<file path="src/rtl/efd_pkg.sv">
// shared types, byte codes and the limit clamp for the escaped frame deframer
// no dependencies
package efd_pkg;

   localparam int unsigned MAX_FRAME_DEFAULT = 2048;

   localparam logic [7:0] BYTE_START = 8'h02;
   localparam logic [7:0] BYTE_END   = 8'h03;
   localparam logic [7:0] BYTE_ESC   = 8'h1B;

   localparam logic [1:0] KIND_DATA    = 2'd0;
   localparam logic [1:0] KIND_RESTART = 2'd1;
   localparam logic [1:0] KIND_END     = 2'd2;

   localparam int unsigned LEN_W  = 12;
   localparam int unsigned POS_W  = 11;
   localparam int unsigned BYTE_W = 8;

   localparam logic [LEN_W-1:0] LIMIT_RESET = 12'd1470;
   localparam logic [LEN_W-1:0] LEN_WRAP    = 12'hFFF;

   typedef struct packed {
      logic [1:0]        kind;
      logic [BYTE_W-1:0] data;
      logic [POS_W-1:0]  pos;
      logic              done;
      logic [LEN_W-1:0]  len;
   } rsp_type;

   // zero acts as one, anything above the build limit acts as the build limit
   function automatic logic [LEN_W-1:0] efd_clamp(input logic [LEN_W-1:0] value,
                                                  input int unsigned max_frame);
      logic [LEN_W-1:0] lim;
      lim = value;
      if (value == '0) begin
         lim = LEN_W'(1);
      end else if (32'(value) > max_frame) begin
         lim = LEN_W'(max_frame);
      end
      return lim;
   endfunction

endpackage

</file>
<file path="src/rtl/efd_limit.sv">
// frame length limit register, clamped on write
// depends on efd_pkg
module efd_limit #(
   parameter int unsigned MAX_FRAME = efd_pkg::MAX_FRAME_DEFAULT
) (
   input  logic                      clock,
   input  logic                      reset,
   input  logic                      csr_valid,
   output logic                      csr_ready,
   input  logic [efd_pkg::LEN_W-1:0] csr_data,
   output logic [efd_pkg::LEN_W-1:0] limit
);
   import efd_pkg::*;

   logic [LEN_W-1:0] limit_ff;
   logic [LEN_W-1:0] limit_in;

   assign csr_ready = 1'b1;
   assign limit_in  = (csr_valid) ? efd_clamp(csr_data, MAX_FRAME) : limit_ff;

   always_ff @(posedge clock) begin
      if (reset) begin
         limit_ff <= efd_clamp(LIMIT_RESET, MAX_FRAME);
      end else begin
         limit_ff <= limit_in;
      end
   end

   assign limit = limit_ff;

endmodule

</file>
<file path="src/rtl/efd_step.sv">
// input register, escape and count state, and per-byte decode
// depends on efd_pkg
module efd_step (
   input  logic                       clock,
   input  logic                       reset,
   input  logic                       in_valid,
   output logic                       in_ready,
   input  logic [efd_pkg::BYTE_W-1:0] in_byte,
   input  logic [efd_pkg::LEN_W-1:0]  limit,
   output logic                       dn_valid,
   input  logic                       dn_ready,
   output efd_pkg::rsp_type           dn_data
);
   import efd_pkg::*;

   logic              hold_valid_ff;
   logic              hold_valid_in;
   logic [BYTE_W-1:0] hold_byte_ff;
   logic [LEN_W-1:0]  count_ff;
   logic [LEN_W-1:0]  count_in;
   logic              esc_ff;
   logic              esc_in;
   logic              adv;
   logic              has_rsp;
   logic [LEN_W-1:0]  cnt_next;
   rsp_type           rsp;

   assign adv      = hold_valid_ff && dn_ready;
   assign in_ready = !hold_valid_ff || adv;
   assign cnt_next = count_ff + LEN_W'(1);

   always_comb begin
      rsp      = '0;
      has_rsp  = 1'b1;
      count_in = count_ff;
      esc_in   = 1'b0;
      if (!esc_ff && hold_byte_ff == BYTE_START) begin
         rsp.kind = KIND_RESTART;
         count_in = '0;
      end else if (!esc_ff && hold_byte_ff == BYTE_END) begin
         rsp.kind = KIND_END;
         rsp.done = 1'b1;
         rsp.len  = count_ff;
         count_in = '0;
      end else if (!esc_ff && hold_byte_ff == BYTE_ESC) begin
         has_rsp = 1'b0;
         esc_in  = 1'b1;
      end else begin
         rsp.kind = KIND_DATA;
         rsp.data = hold_byte_ff;
         rsp.pos  = count_ff[POS_W-1:0];
         if (cnt_next >= limit || cnt_next == '0) begin
            rsp.done = 1'b1;
            rsp.len  = (cnt_next == '0) ? LEN_WRAP : cnt_next;
            count_in = '0;
         end else begin
            count_in = cnt_next;
         end
      end
   end

   assign hold_valid_in = in_ready ? in_valid : hold_valid_ff;

   always_ff @(posedge clock) begin
      if (reset) begin
         hold_valid_ff <= 1'b0;
         count_ff      <= '0;
         esc_ff        <= 1'b0;
      end else begin
         hold_valid_ff <= hold_valid_in;
         if (adv) begin
            count_ff <= count_in;
            esc_ff   <= esc_in;
         end
      end
   end

   always_ff @(posedge clock) begin
      if (in_ready && in_valid) begin
         hold_byte_ff <= in_byte;
      end
   end

   assign dn_valid = adv && has_rsp;
   assign dn_data  = rsp;

endmodule

</file>
<file path="src/rtl/efd_skid.sv">
// result register with a skid entry so upstream ready comes from a flop
// depends on efd_pkg
module efd_skid (
   input  logic             clock,
   input  logic             reset,
   input  logic             push,
   output logic             up_ready,
   input  efd_pkg::rsp_type push_data,
   output logic             out_valid,
   input  logic             out_ready,
   output efd_pkg::rsp_type out_data
);
   import efd_pkg::*;

   logic    out_valid_ff;
   logic    out_valid_in;
   rsp_type out_ff;
   rsp_type out_in;
   logic    skid_valid_ff;
   logic    skid_valid_in;
   rsp_type skid_ff;
   rsp_type skid_in;

   assign up_ready = !skid_valid_ff;

   always_comb begin
      out_valid_in  = out_valid_ff;
      out_in        = out_ff;
      skid_valid_in = skid_valid_ff;
      skid_in       = skid_ff;
      if (out_valid_ff && out_ready) begin
         if (skid_valid_ff) begin
            out_in        = skid_ff;
            skid_valid_in = 1'b0;
         end else begin
            out_valid_in = 1'b0;
         end
      end
      if (push && !skid_valid_ff) begin
         if (!out_valid_in) begin
            out_in       = push_data;
            out_valid_in = 1'b1;
         end else begin
            skid_in       = push_data;
            skid_valid_in = 1'b1;
         end
      end
   end

   always_ff @(posedge clock) begin
      if (reset) begin
         out_valid_ff  <= 1'b0;
         skid_valid_ff <= 1'b0;
      end else begin
         out_valid_ff  <= out_valid_in;
         skid_valid_ff <= skid_valid_in;
      end
   end

   always_ff @(posedge clock) begin
      out_ff  <= out_in;
      skid_ff <= skid_in;
   end

   assign out_valid = out_valid_ff;
   assign out_data  = out_ff;

endmodule

</file>
<file path="src/rtl/escaped_frame_deframer_core.sv">
// escaped frame deframer: strips start/end delimiters and escape stuffing
// each accepted byte passes the input hold register, then the result register
// throughput: one byte per cycle while rsp is not stalled; escapes give no beat
// the skid entry in the result stage lets req_tready come from flops only
// synchronous active-high reset clears the count, escape flag and all valids,
// and loads the length limit with 1470 clamped to MAX_FRAME
module escaped_frame_deframer_core #(
   parameter int unsigned MAX_FRAME = efd_pkg::MAX_FRAME_DEFAULT
) (
   input  logic        clock,
   input  logic        reset,
   input  logic        req_tvalid,
   output logic        req_tready,
   input  logic [7:0]  req_tdata,   // [7:0] rx_byte
   output logic        rsp_tvalid,
   input  logic        rsp_tready,
   output logic [31:0] rsp_tdata,   // [7:0] payload_byte, [18:8] byte_position,
                                    // [30:19] frame_length, [31] zero
   output logic [1:0]  rsp_tuser,   // [1:0] event_kind
   output logic        rsp_tlast,   // frame_done
   input  logic        csr_valid,
   output logic        csr_ready,
   input  logic [11:0] csr_data     // [11:0] max_frame_length
);
   import efd_pkg::*;

   logic [LEN_W-1:0] limit;
   logic             dn_valid;
   logic             dn_ready;
   rsp_type          dn_data;
   rsp_type          out_data;

   efd_limit #(
      .MAX_FRAME (MAX_FRAME)
   ) u_limit (
      .clock     (clock),
      .reset     (reset),
      .csr_valid (csr_valid),
      .csr_ready (csr_ready),
      .csr_data  (csr_data),
      .limit     (limit)
   );

   efd_step u_step (
      .clock    (clock),
      .reset    (reset),
      .in_valid (req_tvalid),
      .in_ready (req_tready),
      .in_byte  (req_tdata),
      .limit    (limit),
      .dn_valid (dn_valid),
      .dn_ready (dn_ready),
      .dn_data  (dn_data)
   );

   efd_skid u_skid (
      .clock     (clock),
      .reset     (reset),
      .push      (dn_valid),
      .up_ready  (dn_ready),
      .push_data (dn_data),
      .out_valid (rsp_tvalid),
      .out_ready (rsp_tready),
      .out_data  (out_data)
   );

   assign rsp_tdata = {1'b0, out_data.len, out_data.pos, out_data.data};
   assign rsp_tuser = out_data.kind;
   assign rsp_tlast = out_data.done;

endmodule

</file>
<file path="config.mk">
export PLATFORM = sky130hd
export DESIGN_NAME = escaped_frame_deframer_core
export DESIGN_NICKNAME = d
export VERILOG_FILES = /design/src/rtl/efd_pkg.sv /design/src/rtl/efd_limit.sv /design/src/rtl/efd_step.sv /design/src/rtl/efd_skid.sv /design/src/rtl/escaped_frame_deframer_core.sv
export SDC_FILE = /design/constraint.sdc
export NUM_CORES = 1
export LEC_CHECK = 0
export BUFFER_PORTS_ARGS = -buffer_cell sky130_fd_sc_hd__buf_4
export CAP_MARGIN = 0
export CORE_MARGIN = 2
export CORE_UTILIZATION = 55
export CTS_CLUSTER_DIAMETER = 200
export CTS_CLUSTER_SIZE = 20
export DETAILED_ROUTE_END_ITERATION = 16
export PLACE_DENSITY = 0.75
export SYNTH_ARGS = -nofsm -noshare
export SYNTH_HDL_FRONTEND = slang
export SYNTH_SLANG_ARGS = --single-unit
</file>
<file path="constraint.sdc">
create_clock -name clock -period 4.1 [get_ports clock]
set_input_delay 0.205 -clock clock [delete_from_list [all_inputs] [get_ports clock]]
set_output_delay 0.205 -clock clock [all_outputs]
set_load 0.01 [all_outputs]
</file>
==> impl_results.md <==
- Vias in the first global route: 3,503
- DR pass1 iterations: 4
- Setup tns final: 0 ns
- RSZ-0062 raised after global routing: false
- Worst skew pair latency: 0.37 ns
- DP HPWL: 7440 microns
- Post-Synthesis Cell Area: 4910 sq um
- Final period util: 90.0%
- Post-CTS Setup Bufs: 0
- Worst-margin pin slew: 1.16 ns
- Post-route cell area: 5620 sq um
- Area grow syn2layout: 14.4%
- Arr. time, crit path: 4.00 ns
- MaxCap Viol Count: 0
- Final Hold Violating Endpoints: 0
- Synth Flop Type: dfxtp_1
- Minimum clock period: 3.69 ns
- Min-delay worst type: input pin to register
- Number of flops mapped to enable cells by yosys: 42
- Worst EP required: 4.41 ns
- Reg2reg start: u_step.count_ff[0]$_SDFFE_PP0P_
- Tot GR Track Use: 21.7%
- Total power: 2.02 mW
- Most frequent cell after synthesis: dfxtp_1
- Die height: 98.5 microns
- Synth Warn #: 0
- DR iter-0 viols: 217
- H-tree levels: 3
- Hold Buf Count CTS: 7
- Sequential Area: 2500 sq um
- CP startpoint: u_step.count_ff[0]$_SDFFE_PP0P_
- Synth top cells by count: dfxtp_1 (62), nand2_1 (60), edfxtp_1 (42)
- Final core occ: 64.7%
- Routed WL: 10,500 microns
- Dpl cells: 629
- DIE AREA: 9700 sq um
- Vias per inst: 5.76
- Post-route ant nets: 0
- Share of cells above drive strength 1: 20.4%
- CP Capture Type: register
- Clock transition at path regs: 0.10 ns
- Starting density of the core: 56.6%
- Part of the Yosys area used for sequential elements: 51.0%
- Reg2reg end: u_step.count_ff[10]$_SDFFE_PP0P_
- Crit start category: register
- Crit path max fanout: 12
- Fin nets: 578
- Top Ports: 63
- Place WS: 0.579 ns
- Routability cong.: 0.932
- Worst setup margin: 0.410 ns
- Skew final: 0.0111 ns
- GR Util met1: 30.1%
- DR vias: 3,754
- Core area: 8680 sq um
- Area leader, netlist: edfxtp_1
- TritonCTS clock tree: done
- Status: finished clean
- Power per Cell Area: 359 nW/um^2
- Std cell rows: 34
- Post-DP Area: 5370 sq um
- # resized after CTS: 0
- Final setup fails: 0
- GRT overflow: 0
- Synth Area per Inst: 10.0 sq um
- Worst rel slew slack: 22.5%
- Register-to-register setup slack: 0.41 ns
- Synth Net Count: 530
- TritonCTS Buffers: 9
- Synth top area cells: edfxtp_1 (26%), dfxtp_1 (25%), mux2i_1 (4.7%)
- Multi-input logic area: 2150 sq um
- Clock sink count: 104
- FMAX: 271 MHz
- Synth top area share: 25.7%
- Diodes inserted: 0
- Initial antenna violation count: 0
- Leak: 2.47 nW
- Root Buffer: clkbuf_8
- Met3 Usage GRT: 3.97%
- Hold_ws: 0.00799 ns
- Drc violations: 0
- First-pass GRT wire length: 16,800 microns
- Peak supply drop: 0.212 mV
- Met2 global-route usage: 34.1%
- Synth cell types: 56
- Synth Instances: 491
- I/O Buffers: 60
- R2R cell count: 11
- Worst Setup EP: u_step.count_ff[10]$_SDFFE_PP0P_
- Worst-case clock buffer depth: 2
- Ys async rst share: 0%
- Post-Layout Cell Count: 652
- Largest net degree at the start of global routing: 61
- Critical path type: register to register
- Max-slew violations: 0
- Fillers: 741
- Chip Width: 98.5 microns
- Busiest grt layer: met2
- Flops & latches, synth: 104
- WL/cell: 16.2 microns
## registers in the layout, summed over array words and instances, names as in the netlist
register / count
u_step.count_ff: 12
u_skid.skid_valid_ff: 1
u_skid.out_data: 34
u_skid.out_valid: 1
u_limit.limit: 12
u_step.esc_ff: 1
u_step.hold_valid_ff: 1
u_skid.skid_ff: 34
u_step.hold_byte_ff: 8
## critical path, stage by stage (launching register included)
cell,delay (ns)
dfxtp_1,0.55
nand3_1,0.33
nor4_1,0.44
xnor2_1,0.22
inv_1,0.17
ha_1,0.32
nand4_1,0.15
nor3_1,0.08
a31oi_1,0.40
nand2_1,0.21
nor4_2,0.55
a22o_1,0.21
## layout by cell type (no fill, tap or decap), types with 11 or more instances in the layout
| cell | instances |
|---|---|
| nor2_1 | 33 |
| and2_1 | 11 |
| a31oi_1 | 15 |
| inv_1 | 19 |
| buf_4 | 67 |
| mux2i_1 | 23 |
| nand2_1 | 60 |
| a21oi_1 | 22 |
| ha_1 | 14 |
| dfxtp_1 | 62 |
| o21ai_0 | 26 |
| edfxtp_1 | 42 |
| mux2_2 | 13 |
## worst min-delay path by stage
stage / start / end / slack [ns] / cells past startpoint
after CTS: req_tdata[7] / u_step.hold_byte_ff[7]$_DFFE_PP_ / 0.002 / 1
after floorplan: rsp_tready / u_skid.skid_valid_ff$_SDFF_PP0_ / 0.30 / 1
after detailed placement: req_tdata[5] / u_step.hold_byte_ff[5]$_DFFE_PP_ / 0.38 / 1
after global placement: req_tdata[6] / u_step.hold_byte_ff[6]$_DFFE_PP_ / 0.38 / 1
after global routing: req_tdata[7] / u_step.hold_byte_ff[7]$_DFFE_PP_ / 0.003 / 1
final: req_tdata[7] / u_step.hold_byte_ff[7]$_DFFE_PP_ / 0.008 / 1
## power by group
group          switching (mW)  internal (mW)
Clock                   0.368          0.229
Combinational           0.122          0.130
Sequential             0.0366           1.13
Total                   0.528           1.49
## final cells by class
| cell class | count | area share, % |
|---|---|---|
| inverters | 19 | 1.27 |
| clock inverters | 7 | 1.00 |
| repair buffers | 74 | 10.2 |
| multi-input cells | 331 | 38.3 |
| clock buffers | 9 | 2.21 |
| well taps | 108 | 2.41 |
| flip-flops and latches | 104 | 44.6 |
## routing by layer
metal | vias to the layer above | routed length (microns)
met5 | - | 0
met2 | 134 | 4810
li1 | 1858 | -
met1 | 1740 | 4900
met4 | 0 | 229
met3 | 22 | 600
## cell families (layout without fill, tap and decap cells)
group	after synthesis	after routing	share of synthesized area [%]
xor+xnor	8	8	1.43
mux	36	36	7.67
other cells	2	2	0.153
simple gates	161	161	15.8
compound gates	109	109	14.9
flops	104	104	51.0
buf+inv	56	109	5.30
fa+ha+maj	15	15	3.77
No activity file was read; power rests on OpenSTA's default activity.
